**src/design/ttqd_pkg.sv**
```systemverilog
// Shared types, constants and codes for the timed task queue dispatcher.
package ttqd_pkg;

    localparam int MAX_TASKS  = 16;
    localparam int RESULT_CAP = 16;
    localparam int IDX_W      = $clog2(MAX_TASKS);
    localparam int CNT_W      = $clog2(MAX_TASKS + 1);
    localparam int CAP_W      = $clog2(RESULT_CAP + 1);

    localparam int MODE_W    = 2;
    localparam int ID_W      = 8;
    localparam int DELAY_W   = 31;
    localparam int TIME_W    = 32;
    localparam int LIMIT_W   = 16;
    localparam int KIND_W    = 3;
    localparam int MATCH_W   = 5;
    localparam int IN_DATA_W  = 48;
    localparam int OUT_DATA_W = 48;

    localparam logic [MODE_W-1:0] MODE_SCHEDULE = 2'd0;
    localparam logic [MODE_W-1:0] MODE_REMOVE   = 2'd1;
    localparam logic [MODE_W-1:0] MODE_COUNT    = 2'd2;
    localparam logic [MODE_W-1:0] MODE_TICK     = 2'd3;

    localparam logic [KIND_W-1:0] KIND_DISPATCH  = 3'd0;
    localparam logic [KIND_W-1:0] KIND_SCHEDULED = 3'd1;
    localparam logic [KIND_W-1:0] KIND_FULL      = 3'd2;
    localparam logic [KIND_W-1:0] KIND_REMOVED   = 3'd3;
    localparam logic [KIND_W-1:0] KIND_EXISTS    = 3'd4;

    localparam logic [LIMIT_W-1:0] LIMIT_RESET = 16'd10;

    typedef struct packed {
        logic [ID_W-1:0]   id;
        logic [TIME_W-1:0] due;
        logic [TIME_W-1:0] period;
        logic              marked;
    } entry_t;

    typedef enum logic [3:0] {
        S_IDLE,
        S_REMOVE,
        S_COUNT,
        S_CHECK,
        S_SEARCH,
        S_SHIFT,
        S_RESP,
        S_TICK,
        S_FLUSH
    } state_t;

    typedef enum logic [3:0] {
        OP_NONE,
        OP_LOAD,
        OP_REMOVE_STEP,
        OP_REMOVE_END,
        OP_COUNT_STEP,
        OP_MARK_FULL,
        OP_SEARCH_INIT,
        OP_SEARCH_STEP,
        OP_SHIFT_STEP,
        OP_INSERT,
        OP_RESP,
        OP_TICK_STEP,
        OP_TICK_END,
        OP_FLUSH
    } dp_op_t;

    typedef struct packed {
        dp_op_t op;
    } dp_cmd_t;

    typedef struct packed {
        logic              rd_end;
        logic              full;
        logic              search_hit;
        logic              shift_done;
        logic              tick_due;
        logic              pend_valid;
        logic              out_free;
        logic [MODE_W-1:0] mode;
    } dp_status_t;

endpackage

```
**src/design/timed_task_queue_dispatcher_top.sv**
```systemverilog
// Timed task queue dispatcher: due-ordered table of up to 16 timed tasks.
// One request is worked at a time; each walk reads one table slot per cycle,
// except that a tick walk holds while a dispatch result cannot be handed to the
// output register. Count and remove walk the stored tasks; a schedule runs an
// ordered search, a shift to open the slot and an insert, after a removal walk
// when once_flag is set; a full table gets a full result. The last result of
// each request carries tlast; a tick with nothing due returns no transfer.
module timed_task_queue_dispatcher_top (
    input  logic        clk,
    input  logic        rst_n,
    input  logic        s_axis_tvalid,
    output logic        s_axis_tready,
    // [7:0] task_id, [38:8] delay, [39] once_flag, [40] repeat_flag, [41] priority_flag
    input  logic [47:0] s_axis_tdata,
    // [1:0] mode
    input  logic [1:0]  s_axis_tuser,
    output logic        m_axis_tvalid,
    input  logic        m_axis_tready,
    // [7:0] out_task_id, [12:8] match_count, [13] late_error, [45:14] late_excess
    output logic [47:0] m_axis_tdata,
    // [2:0] kind
    output logic [2:0]  m_axis_tuser,
    output logic        m_axis_tlast,
    input  logic        cfg_wr_en,
    input  logic [15:0] cfg_wr_data
);
    import ttqd_pkg::*;

    dp_cmd_t            cmd;
    dp_status_t         status;
    logic [MATCH_W-1:0] match_count;
    logic               late_error;
    logic [TIME_W-1:0]  late_excess;
    logic [ID_W-1:0]    out_task_id;

    ttqd_ctrl u_ctrl (
        .clk      (clk),
        .rst_n    (rst_n),
        .in_valid (s_axis_tvalid),
        .in_once  (s_axis_tdata[39]),
        .in_mode  (s_axis_tuser),
        .in_ready (s_axis_tready),
        .status   (status),
        .cmd      (cmd)
    );

    ttqd_dp u_dp (
        .clk             (clk),
        .rst_n           (rst_n),
        .cmd             (cmd),
        .status          (status),
        .in_mode         (s_axis_tuser),
        .in_task_id      (s_axis_tdata[7:0]),
        .in_delay        (s_axis_tdata[38:8]),
        .in_repeat       (s_axis_tdata[40]),
        .in_priority     (s_axis_tdata[41]),
        .cfg_wr_en       (cfg_wr_en),
        .cfg_wr_data     (cfg_wr_data),
        .out_valid       (m_axis_tvalid),
        .out_ready       (m_axis_tready),
        .out_kind        (m_axis_tuser),
        .out_task_id     (out_task_id),
        .out_match_count (match_count),
        .out_late_error  (late_error),
        .out_late_excess (late_excess),
        .out_last        (m_axis_tlast)
    );

    assign m_axis_tdata = {2'b00, late_excess, late_error, match_count, out_task_id};

    logic [5:0] unused_in;
    assign unused_in = s_axis_tdata[47:42];

endmodule

```
**src/design/ttqd_ctrl.sv**
```systemverilog
// Sequencer for the task table walks: remove, count, schedule and tick.
module ttqd_ctrl (
    input  logic                  clk,
    input  logic                  rst_n,
    input  logic                  in_valid,
    input  logic                  in_once,
    input  logic [ttqd_pkg::MODE_W-1:0] in_mode,
    output logic                  in_ready,
    input  ttqd_pkg::dp_status_t  status,
    output ttqd_pkg::dp_cmd_t     cmd
);
    import ttqd_pkg::*;

    state_t state_reg;
    state_t state_next;

    always_ff @(posedge clk or negedge rst_n)
    begin
        if (!rst_n)
        begin
            state_reg <= S_IDLE;
        end
        else
        begin
            state_reg <= state_next;
        end
    end

    always_comb
    begin
        state_next = state_reg;
        case (state_reg)
            S_IDLE:
            begin
                if (in_valid)
                begin
                    case (in_mode)
                        MODE_SCHEDULE: state_next = in_once ? S_REMOVE : S_CHECK;
                        MODE_REMOVE:   state_next = S_REMOVE;
                        MODE_COUNT:    state_next = S_COUNT;
                        default:       state_next = S_TICK;
                    endcase
                end
            end
            S_REMOVE:
            begin
                if (status.rd_end)
                begin
                    state_next = (status.mode == MODE_SCHEDULE) ? S_CHECK : S_RESP;
                end
            end
            S_COUNT:
            begin
                if (status.rd_end)
                begin
                    state_next = S_RESP;
                end
            end
            S_CHECK:
            begin
                state_next = status.full ? S_RESP : S_SEARCH;
            end
            S_SEARCH:
            begin
                if (status.rd_end || status.search_hit)
                begin
                    state_next = S_SHIFT;
                end
            end
            S_SHIFT:
            begin
                if (status.shift_done)
                begin
                    state_next = S_RESP;
                end
            end
            S_RESP:
            begin
                if (status.out_free)
                begin
                    state_next = S_IDLE;
                end
            end
            S_TICK:
            begin
                if (status.rd_end)
                begin
                    state_next = S_FLUSH;
                end
            end
            S_FLUSH:
            begin
                if (!status.pend_valid || status.out_free)
                begin
                    state_next = S_IDLE;
                end
            end
            default: state_next = S_IDLE;
        endcase
    end

    always_comb
    begin
        cmd.op   = OP_NONE;
        in_ready = 1'b0;
        case (state_reg)
            S_IDLE:
            begin
                in_ready = 1'b1;
                if (in_valid)
                begin
                    cmd.op = OP_LOAD;
                end
            end
            S_REMOVE:
            begin
                cmd.op = status.rd_end ? OP_REMOVE_END : OP_REMOVE_STEP;
            end
            S_COUNT:
            begin
                if (!status.rd_end)
                begin
                    cmd.op = OP_COUNT_STEP;
                end
            end
            S_CHECK:
            begin
                cmd.op = status.full ? OP_MARK_FULL : OP_SEARCH_INIT;
            end
            S_SEARCH:
            begin
                if (!status.rd_end)
                begin
                    cmd.op = OP_SEARCH_STEP;
                end
            end
            S_SHIFT:
            begin
                cmd.op = status.shift_done ? OP_INSERT : OP_SHIFT_STEP;
            end
            S_RESP:
            begin
                if (status.out_free)
                begin
                    cmd.op = OP_RESP;
                end
            end
            S_TICK:
            begin
                if (status.rd_end)
                begin
                    cmd.op = OP_TICK_END;
                end
                // hold while a dispatch would push the pending result into a busy output
                else if (!(status.tick_due && status.pend_valid && !status.out_free))
                begin
                    cmd.op = OP_TICK_STEP;
                end
            end
            S_FLUSH:
            begin
                if (status.pend_valid && status.out_free)
                begin
                    cmd.op = OP_FLUSH;
                end
            end
            default: cmd.op = OP_NONE;
        endcase
    end

endmodule

```
**src/design/ttqd_dp.sv**
```systemverilog
// Task table, time base, walk pointers and result registers.
module ttqd_dp (
    input  logic                              clk,
    input  logic                              rst_n,
    input  ttqd_pkg::dp_cmd_t                 cmd,
    output ttqd_pkg::dp_status_t              status,
    input  logic [ttqd_pkg::MODE_W-1:0]       in_mode,
    input  logic [ttqd_pkg::ID_W-1:0]         in_task_id,
    input  logic [ttqd_pkg::DELAY_W-1:0]      in_delay,
    input  logic                              in_repeat,
    input  logic                              in_priority,
    input  logic                              cfg_wr_en,
    input  logic [ttqd_pkg::LIMIT_W-1:0]      cfg_wr_data,
    output logic                              out_valid,
    input  logic                              out_ready,
    output logic [ttqd_pkg::KIND_W-1:0]       out_kind,
    output logic [ttqd_pkg::ID_W-1:0]         out_task_id,
    output logic [ttqd_pkg::MATCH_W-1:0]      out_match_count,
    output logic                              out_late_error,
    output logic [ttqd_pkg::TIME_W-1:0]       out_late_excess,
    output logic                              out_last
);
    import ttqd_pkg::*;

    entry_t               tbl_reg [MAX_TASKS];
    logic [TIME_W-1:0]    time_reg;
    logic [LIMIT_W-1:0]   limit_reg;
    logic [CNT_W-1:0]     count_reg;
    logic [CNT_W-1:0]     rd_ptr_reg;
    logic [CNT_W-1:0]     wr_ptr_reg;
    logic [CNT_W-1:0]     pos_reg;
    logic [MATCH_W-1:0]   match_reg;
    logic [CAP_W-1:0]     disp_cnt_reg;
    logic                 full_reg;
    logic [MODE_W-1:0]    mode_reg;
    logic [ID_W-1:0]      id_reg;
    logic [DELAY_W-1:0]   delay_reg;
    logic                 repeat_reg;
    logic                 prio_reg;
    logic [TIME_W-1:0]    due_new_reg;

    logic                 pend_valid_reg;
    logic [ID_W-1:0]      pend_id_reg;
    logic                 pend_lerr_reg;
    logic [TIME_W-1:0]    pend_excess_reg;

    logic                 out_valid_reg;
    logic [KIND_W-1:0]    out_kind_reg;
    logic [ID_W-1:0]      out_id_reg;
    logic [MATCH_W-1:0]   out_match_reg;
    logic                 out_lerr_reg;
    logic [TIME_W-1:0]    out_excess_reg;
    logic                 out_last_reg;

    logic [CNT_W-1:0]     rd_sel;
    entry_t               ent;
    logic                 id_hit;
    logic [TIME_W-1:0]    due_bump;
    logic                 search_hit;
    logic [TIME_W-1:0]    late;
    logic                 tick_due;
    logic                 late_err;
    logic [TIME_W-1:0]    excess;
    entry_t               ent_upd;
    logic                 keep;
    logic                 out_free;
    logic [KIND_W-1:0]    resp_kind;
    logic                 push_pend;
    logic                 out_load;

    // shifting reads the slot below the write pointer; every other walk reads at rd_ptr
    assign rd_sel = (cmd.op == OP_SHIFT_STEP) ? (wr_ptr_reg - CNT_W'(1)) : rd_ptr_reg;
    assign ent    = tbl_reg[rd_sel[IDX_W-1:0]];
    assign id_hit = (ent.id == id_reg);

    assign due_bump   = (!prio_reg && (ent.due == due_new_reg)) ? (due_new_reg + TIME_W'(1))
                                                                : due_new_reg;
    assign search_hit = (ent.due > due_bump);

    assign late     = time_reg - ent.due;
    assign tick_due = !late[TIME_W-1] && (disp_cnt_reg < CAP_W'(RESULT_CAP));
    assign late_err = (late > {{(TIME_W-LIMIT_W){1'b0}}, limit_reg}) && !ent.marked;
    assign excess   = late - {{(TIME_W-LIMIT_W){1'b0}}, limit_reg};
    assign keep     = !tick_due || (ent.period != '0);

    always_comb
    begin
        ent_upd = ent;
        if (tick_due)
        begin
            ent_upd.marked = ent.marked | late_err;
            ent_upd.due    = ent.due + ent.period;
        end
    end

    assign out_free  = !out_valid_reg || out_ready;
    assign push_pend = (cmd.op == OP_TICK_STEP) && tick_due && pend_valid_reg;
    assign out_load  = (cmd.op == OP_RESP) || (cmd.op == OP_FLUSH) || push_pend;

    always_comb
    begin
        case (mode_reg)
            MODE_SCHEDULE: resp_kind = full_reg ? KIND_FULL : KIND_SCHEDULED;
            MODE_REMOVE:   resp_kind = KIND_REMOVED;
            MODE_COUNT:    resp_kind = KIND_EXISTS;
            default:       resp_kind = KIND_DISPATCH;
        endcase
    end

    always_ff @(posedge clk or negedge rst_n)
    begin
        if (!rst_n)
        begin
            time_reg       <= '0;
            limit_reg      <= LIMIT_RESET;
            count_reg      <= '0;
            rd_ptr_reg     <= '0;
            wr_ptr_reg     <= '0;
            pos_reg        <= '0;
            match_reg      <= '0;
            disp_cnt_reg   <= '0;
            full_reg       <= 1'b0;
            mode_reg       <= MODE_SCHEDULE;
            pend_valid_reg <= 1'b0;
            out_valid_reg  <= 1'b0;
        end
        else
        begin
            if (cfg_wr_en)
            begin
                limit_reg <= cfg_wr_data;
            end
            if (out_load)
            begin
                out_valid_reg <= 1'b1;
            end
            else if (out_ready)
            begin
                out_valid_reg <= 1'b0;
            end
            case (cmd.op)
                OP_LOAD:
                begin
                    mode_reg     <= in_mode;
                    rd_ptr_reg   <= '0;
                    wr_ptr_reg   <= '0;
                    match_reg    <= '0;
                    disp_cnt_reg <= '0;
                    full_reg     <= 1'b0;
                    if (in_mode == MODE_TICK)
                    begin
                        time_reg <= time_reg + TIME_W'(1);
                    end
                end
                OP_REMOVE_STEP:
                begin
                    rd_ptr_reg <= rd_ptr_reg + CNT_W'(1);
                    if (id_hit)
                    begin
                        match_reg <= match_reg + MATCH_W'(1);
                    end
                    else
                    begin
                        wr_ptr_reg <= wr_ptr_reg + CNT_W'(1);
                    end
                end
                OP_REMOVE_END:
                begin
                    count_reg  <= wr_ptr_reg;
                    rd_ptr_reg <= '0;
                end
                OP_COUNT_STEP:
                begin
                    rd_ptr_reg <= rd_ptr_reg + CNT_W'(1);
                    if (id_hit)
                    begin
                        match_reg <= match_reg + MATCH_W'(1);
                    end
                end
                OP_MARK_FULL:
                begin
                    full_reg <= 1'b1;
                end
                OP_SEARCH_INIT:
                begin
                    rd_ptr_reg <= '0;
                    wr_ptr_reg <= count_reg;
                    pos_reg    <= count_reg;
                end
                OP_SEARCH_STEP:
                begin
                    rd_ptr_reg <= rd_ptr_reg + CNT_W'(1);
                    if (search_hit)
                    begin
                        pos_reg <= rd_ptr_reg;
                    end
                end
                OP_SHIFT_STEP:
                begin
                    wr_ptr_reg <= wr_ptr_reg - CNT_W'(1);
                end
                OP_INSERT:
                begin
                    count_reg <= count_reg + CNT_W'(1);
                end
                OP_TICK_STEP:
                begin
                    rd_ptr_reg <= rd_ptr_reg + CNT_W'(1);
                    if (keep)
                    begin
                        wr_ptr_reg <= wr_ptr_reg + CNT_W'(1);
                    end
                    if (tick_due)
                    begin
                        pend_valid_reg <= 1'b1;
                        disp_cnt_reg   <= disp_cnt_reg + CAP_W'(1);
                    end
                end
                OP_TICK_END:
                begin
                    count_reg <= wr_ptr_reg;
                end
                OP_FLUSH:
                begin
                    pend_valid_reg <= 1'b0;
                end
                default:
                begin
                end
            endcase
        end
    end

    // table, request fields and result payload
    always_ff @(posedge clk)
    begin
        case (cmd.op)
            OP_LOAD:
            begin
                id_reg     <= in_task_id;
                delay_reg  <= in_delay;
                repeat_reg <= in_repeat;
                prio_reg   <= in_priority;
            end
            OP_REMOVE_STEP:
            begin
                if (!id_hit)
                begin
                    tbl_reg[wr_ptr_reg[IDX_W-1:0]] <= ent;
                end
            end
            OP_SEARCH_INIT:
            begin
                due_new_reg <= time_reg + {1'b0, delay_reg};
            end
            OP_SEARCH_STEP:
            begin
                due_new_reg <= due_bump;
            end
            OP_SHIFT_STEP:
            begin
                tbl_reg[wr_ptr_reg[IDX_W-1:0]] <= ent;
            end
            OP_INSERT:
            begin
                tbl_reg[pos_reg[IDX_W-1:0]].id     <= id_reg;
                tbl_reg[pos_reg[IDX_W-1:0]].due    <= due_new_reg;
                tbl_reg[pos_reg[IDX_W-1:0]].period <= repeat_reg ? {1'b0, delay_reg} : '0;
                tbl_reg[pos_reg[IDX_W-1:0]].marked <= 1'b0;
            end
            OP_RESP:
            begin
                out_kind_reg   <= resp_kind;
                out_id_reg     <= id_reg;
                out_match_reg  <= (mode_reg == MODE_SCHEDULE) ? '0 : match_reg;
                out_lerr_reg   <= 1'b0;
                out_excess_reg <= '0;
                out_last_reg   <= 1'b1;
            end
            OP_TICK_STEP:
            begin
                if (keep)
                begin
                    tbl_reg[wr_ptr_reg[IDX_W-1:0]] <= ent_upd;
                end
                if (tick_due)
                begin
                    pend_id_reg     <= ent.id;
                    pend_lerr_reg   <= late_err;
                    pend_excess_reg <= late_err ? excess : '0;
                end
                if (push_pend)
                begin
                    out_kind_reg   <= KIND_DISPATCH;
                    out_id_reg     <= pend_id_reg;
                    out_match_reg  <= '0;
                    out_lerr_reg   <= pend_lerr_reg;
                    out_excess_reg <= pend_excess_reg;
                    out_last_reg   <= 1'b0;
                end
            end
            OP_FLUSH:
            begin
                out_kind_reg   <= KIND_DISPATCH;
                out_id_reg     <= pend_id_reg;
                out_match_reg  <= '0;
                out_lerr_reg   <= pend_lerr_reg;
                out_excess_reg <= pend_excess_reg;
                out_last_reg   <= 1'b1;
            end
            default:
            begin
            end
        endcase
    end

    assign status.rd_end     = (rd_ptr_reg == count_reg);
    assign status.full       = (count_reg == CNT_W'(MAX_TASKS));
    assign status.search_hit = search_hit;
    assign status.shift_done = (wr_ptr_reg == pos_reg);
    assign status.tick_due   = tick_due;
    assign status.pend_valid = pend_valid_reg;
    assign status.out_free   = out_free;
    assign status.mode       = mode_reg;

    assign out_valid       = out_valid_reg;
    assign out_kind        = out_kind_reg;
    assign out_task_id     = out_id_reg;
    assign out_match_count = out_match_reg;
    assign out_late_error  = out_lerr_reg;
    assign out_late_excess = out_excess_reg;
    assign out_last        = out_last_reg;

endmodule
```
**config.mk**
```make
export PLATFORM = sky130hd
export DESIGN_NAME = timed_task_queue_dispatcher_top
export DESIGN_NICKNAME = d
export VERILOG_FILES = /design/src/design/ttqd_pkg.sv /design/src/design/timed_task_queue_dispatcher_top.sv /design/src/design/ttqd_ctrl.sv /design/src/design/ttqd_dp.sv
export SDC_FILE = /design/constraint.sdc
export NUM_CORES = 2
export LEC_CHECK = 0
export CAP_MARGIN = 5
export CORE_ASPECT_RATIO = 1.75
export CORE_MARGIN = 2
export CORE_UTILIZATION = 55
export DETAILED_ROUTE_END_ITERATION = 8
export DONT_BUFFER_PORTS = 1
export MAX_ROUTING_LAYER = met4
export PLACE_DENSITY = 0.7
export RECOVER_POWER = 50
export SYNTH_ARGS = -nofsm -noshare
export SYNTH_HDL_FRONTEND = slang
export SYNTH_HIERARCHICAL = 1
export SYNTH_SLANG_ARGS = --single-unit
```
**constraint.sdc**
```tcl
create_clock -name clk -period 31.2 [get_ports clk]
set_input_delay 0 -clock clk [delete_from_list [all_inputs] [get_ports clk]]
set_output_delay 0 -clock clk [all_outputs]
set_load 0.02 [all_outputs]
```
==> results.py <==
metrics = {
    "clock_tree": {
        "insertion_delay_ns": 0.76,
        "cts_resized": 0,
        "cts_buffer_depth": 3,
        "htreeDepth": 3,
        "clock-root-buffer": "clkbuf_16",
        "hold_buffers": 124,
        "cts_tree": "built",
        "cts.clk_slew.worst_paths_ns": 0.06,
        "cts.sinks": 1419,
        "post-cts-setup-buffers": 0,
        "numCtsBuffers": 120,
    },
    "finish": {
        "drive_above_1_share": 0.0635,
        "largest_reg_flops": 1168,
        "syn2layout_area_growth_pct": 10.0,
        "fillCellCount": 9183,
        "fin_nets": 5928,
    },
    "die": {
        "die_h_um": 463,
        "die_w_um": 266,
        "initial_core_util": 0.554,
        "ioPinCount": 125,
        "core_mm2": 0.119,
        "row_count": 168,
        "die_area_mm2": 0.123,
    },
    "synthesis": {
        "yosys_register_bits": 1419,
        "syn_area_mm2": 0.0661,
        "synth_top_area_share": 0.605,
        "synthTopCellsByArea": "edfxtp_1, nand2_1, nand3_1",
        "yosys.area.top_type": "edfxtp_1",
        "synth_edf_count": 1332,
        "synthAdderAreaFrac": 0.0293,
        "syn_avg_cell_area_um2": 11.7,
        "synth-compound-area-share": 0.0982,
        "yosys_warnings": 6,
        "syn_inst": 5662,
        "ys_async_sr_fraction": 0.0613,
        "synth_xor_area_frac": 0.0281,
        "ys_dominant_reg_cell": "edfxtp_1",
        "synth.area.mux_share": 0.0128,
        "ys_seq_area_frac": 0.638,
        "synth_simple_gate_area_frac": 0.158,
        "yosysUniqueCellTypes": 99,
        "synth_top_family_by_area": "simple AND/OR/NAND/NOR gates",
    },
    "grt": {
        "grt_overflow": 0,
        "grt_start_max_net_pins": 171,
        "grt_pass1_wl_um": 277000,
        "grt_pass1_vias": 44993,
        "grt_usage": 0.310,
        "grt_antenna_before_repair": 3,
    },
    "worst_setup_path": {
        "crit_path_max_fanout": 156,
        "critPathLaunch": "u_dp/rd_ptr_reg[0]",
        "cp.arrival_ns": 24.78,
        "critPathSlowestCell": "clkbuf_1",
        "path_class": "flip-flop to flip-flop",
        "worstRegToRegCells": 48,
        "path_buf_inv": 13,
        "worst_setup_path_start_kind": "flip-flop",
        "cp.depth": 48,
        "cp-end-kind": "flip-flop",
        "rrSetupSlack_ns": 6.79,
        "crit_family": "buffers and inverters",
        "r2r_end": "u_dp/tbl_reg[8][26]",
        "worstPathRequired_ns": 31.57,
        "crit_path_frequent_cell": "clkbuf_1",
        "r2r-start": "u_dp/rd_ptr_reg[0]",
        "endpoint": "u_dp/tbl_reg[8][26]",
        "cpPeakStageDelay_ns": 2.16,
    },
    "timing": {
        "max_freq_mhz": 41.0,
        "rsz0062_at_grt": "false",
        "fin_crit_sh": 0.782,
        "max_slew_margin": -2.22,
        "setup_violations": 0,
        "slew_viol_final": 622,
        "tightest_slew_ns": 4.82,
        "min_period_ns": 24.41,
        "hold_violations": 0,
        "skew_ns": 0.0281,
        "fin_setup_tns_ns": 0,
    },
    "place": {
        "gp_congestion": 0.992,
        "port-buffer-count": 0,
        "hpwl_um": 110000,
    },
    "routing": {
        "drt_iter0_markers": 5259,
        "first_pass_iters": 6,
        "wl_per_cell_um": 25.7,
        "vias_per_cell": 6.37,
        "vias": 46753,
        "drtAntennaViolNets": 0,
        "wl_um": 189000,
        "drc": 0,
    },
    "run": {
        "max_cap_viol_count": 12,
    },
    "outcome": {
        "outcome": "finished, violations left",
        "violations": "capacitance limit, slew limit",
    },
    "min_path": {
        "min_path_cells": 3,
        "min_path_type": "input pin to flip-flop",
        "holdCritStartpoint": "s_axis_tuser[1]",
    },
}
[metal layers]
metal / GRT usage / part of all wire / routed length (µm)
met5: - / 0 / 0
met4: 0.187 / 0.068 / 12900
met3: 0.0393 / 0.079 / 14900
met2: 0.507 / 0.49 / 91700
met1: 0.368 / 0.37 / 69100
[area by class of cell]
cell class,count,area [µm²],area share
sequential,1419,42200,0.580
multi-input combinational,3715,21600,0.298
clock buffer,148,3190,0.0439
timing repair buffer,271,2210,0.0304
tap,1530,1910,0.0263
clock inverter,75,896,0.0123
inverter,180,676,0.00929
antenna,2,5.00,0.0000688
[per-stage QoR]
stage / area (µm²) / util / instances / setup slack (ns) / hold slack, ns
2_1_floorplan: 66100 / - / 5663 / 14.77 / -0.296
3_3_place_gp: 67700 / 0.567 / 6991 / 13.70 / -0.289
5_1_grt: 72700 / 0.609 / 7340 / 5.88 / 0.0697
3_5_place_dp: 67700 / 0.567 / 6991 / 12.95 / -0.289
6_report: 72700 / 0.609 / 7340 / 6.79 / 0.0751
4_1_cts: 73000 / 0.612 / 7338 / 12.87 / 0.0297
[logic make-up (layout without fill, tap and decap cells)]
group                    Yosys count  in the layout
buffers and inverters            529            674
other                              1              4
AO/OA/AOI/OAI                    924            924
flip-flops                      1419           1419
adder cells (fa/ha/maj)          153            153
multiplexers                      79             79
AND/OR/NAND/NOR                 2345           2345
XOR/XNOR                         212            212
[layout by cell type, fill, tap and decap left out, types with 30 or more instances in the layout]
cell type and count:
inv_1 178, a31oi_1 91, nor2_1 168, clkbuf_16 122
clkbuf_1 74, nor3_1 58, nand4_1 36, edfxtp_1 1332
nand3_1 497, dlygate4sd3_1 122, buf_4 92, dfrtp_1 84
o21ai_0 166, a21oi_1 165, mux2i_1 54, a211oi_1 64
a21o_1 40, ha_1 146, nand2_1 1299, and3_1 88
a221oi_1 59, and2_0 30, xor2_1 91, a311oi_1 171
xnor2_1 121
[worst min-delay path, delay by kind of cell]
family / cells / cell delay (ns)
buffers and inverters: 1 / 0.63
AND/OR/NAND/NOR: 2 / 0.15
[worst min-delay path by stage]
stage | to | slack, ns
after floorplan | u_ctrl/state_reg[0] | -0.30
after global placement | u_dp/time_reg[30] | -0.29
after detailed placement | u_dp/time_reg[30] | -0.29
after CTS | u_dp/mode_reg[0] | 0.03
after global routing | u_dp/mode_reg[0] | 0.07
final | u_dp/mode_reg[1] | 0.08
[synthesized netlist by cell type (10+ instances only)]
master,number
mux2_2,21
mux2i_1,55
a21oi_1,164
a211oi_1,64
o21bai_1,14
or3_1,18
dfrtp_1,85
a31oi_1,91
clkbuf_1,171
nor3_1,59
ha_1,146
nand2_1,1301
and2_1,59
edfxtp_1,1332
nor2_1,170
buf_1,41
a21o_1,40
nand4_1,36
nand3_1,497
nand2b_1,28
xor2_1,91
o21a_1,12
xnor2_1,121
and3_1,88
o21ai_0,163
inv_1,178
a311oi_1,171
a221oi_1,58
o22ai_1,11
buf_2,80
buf_6,10
o31ai_1,10
nor2b_1,18
nor4_1,26
buf_4,47
Power is left out: the tool's default activity adds up to more than one toggle a clock period on the data nets, which glitch-free logic cannot reach.
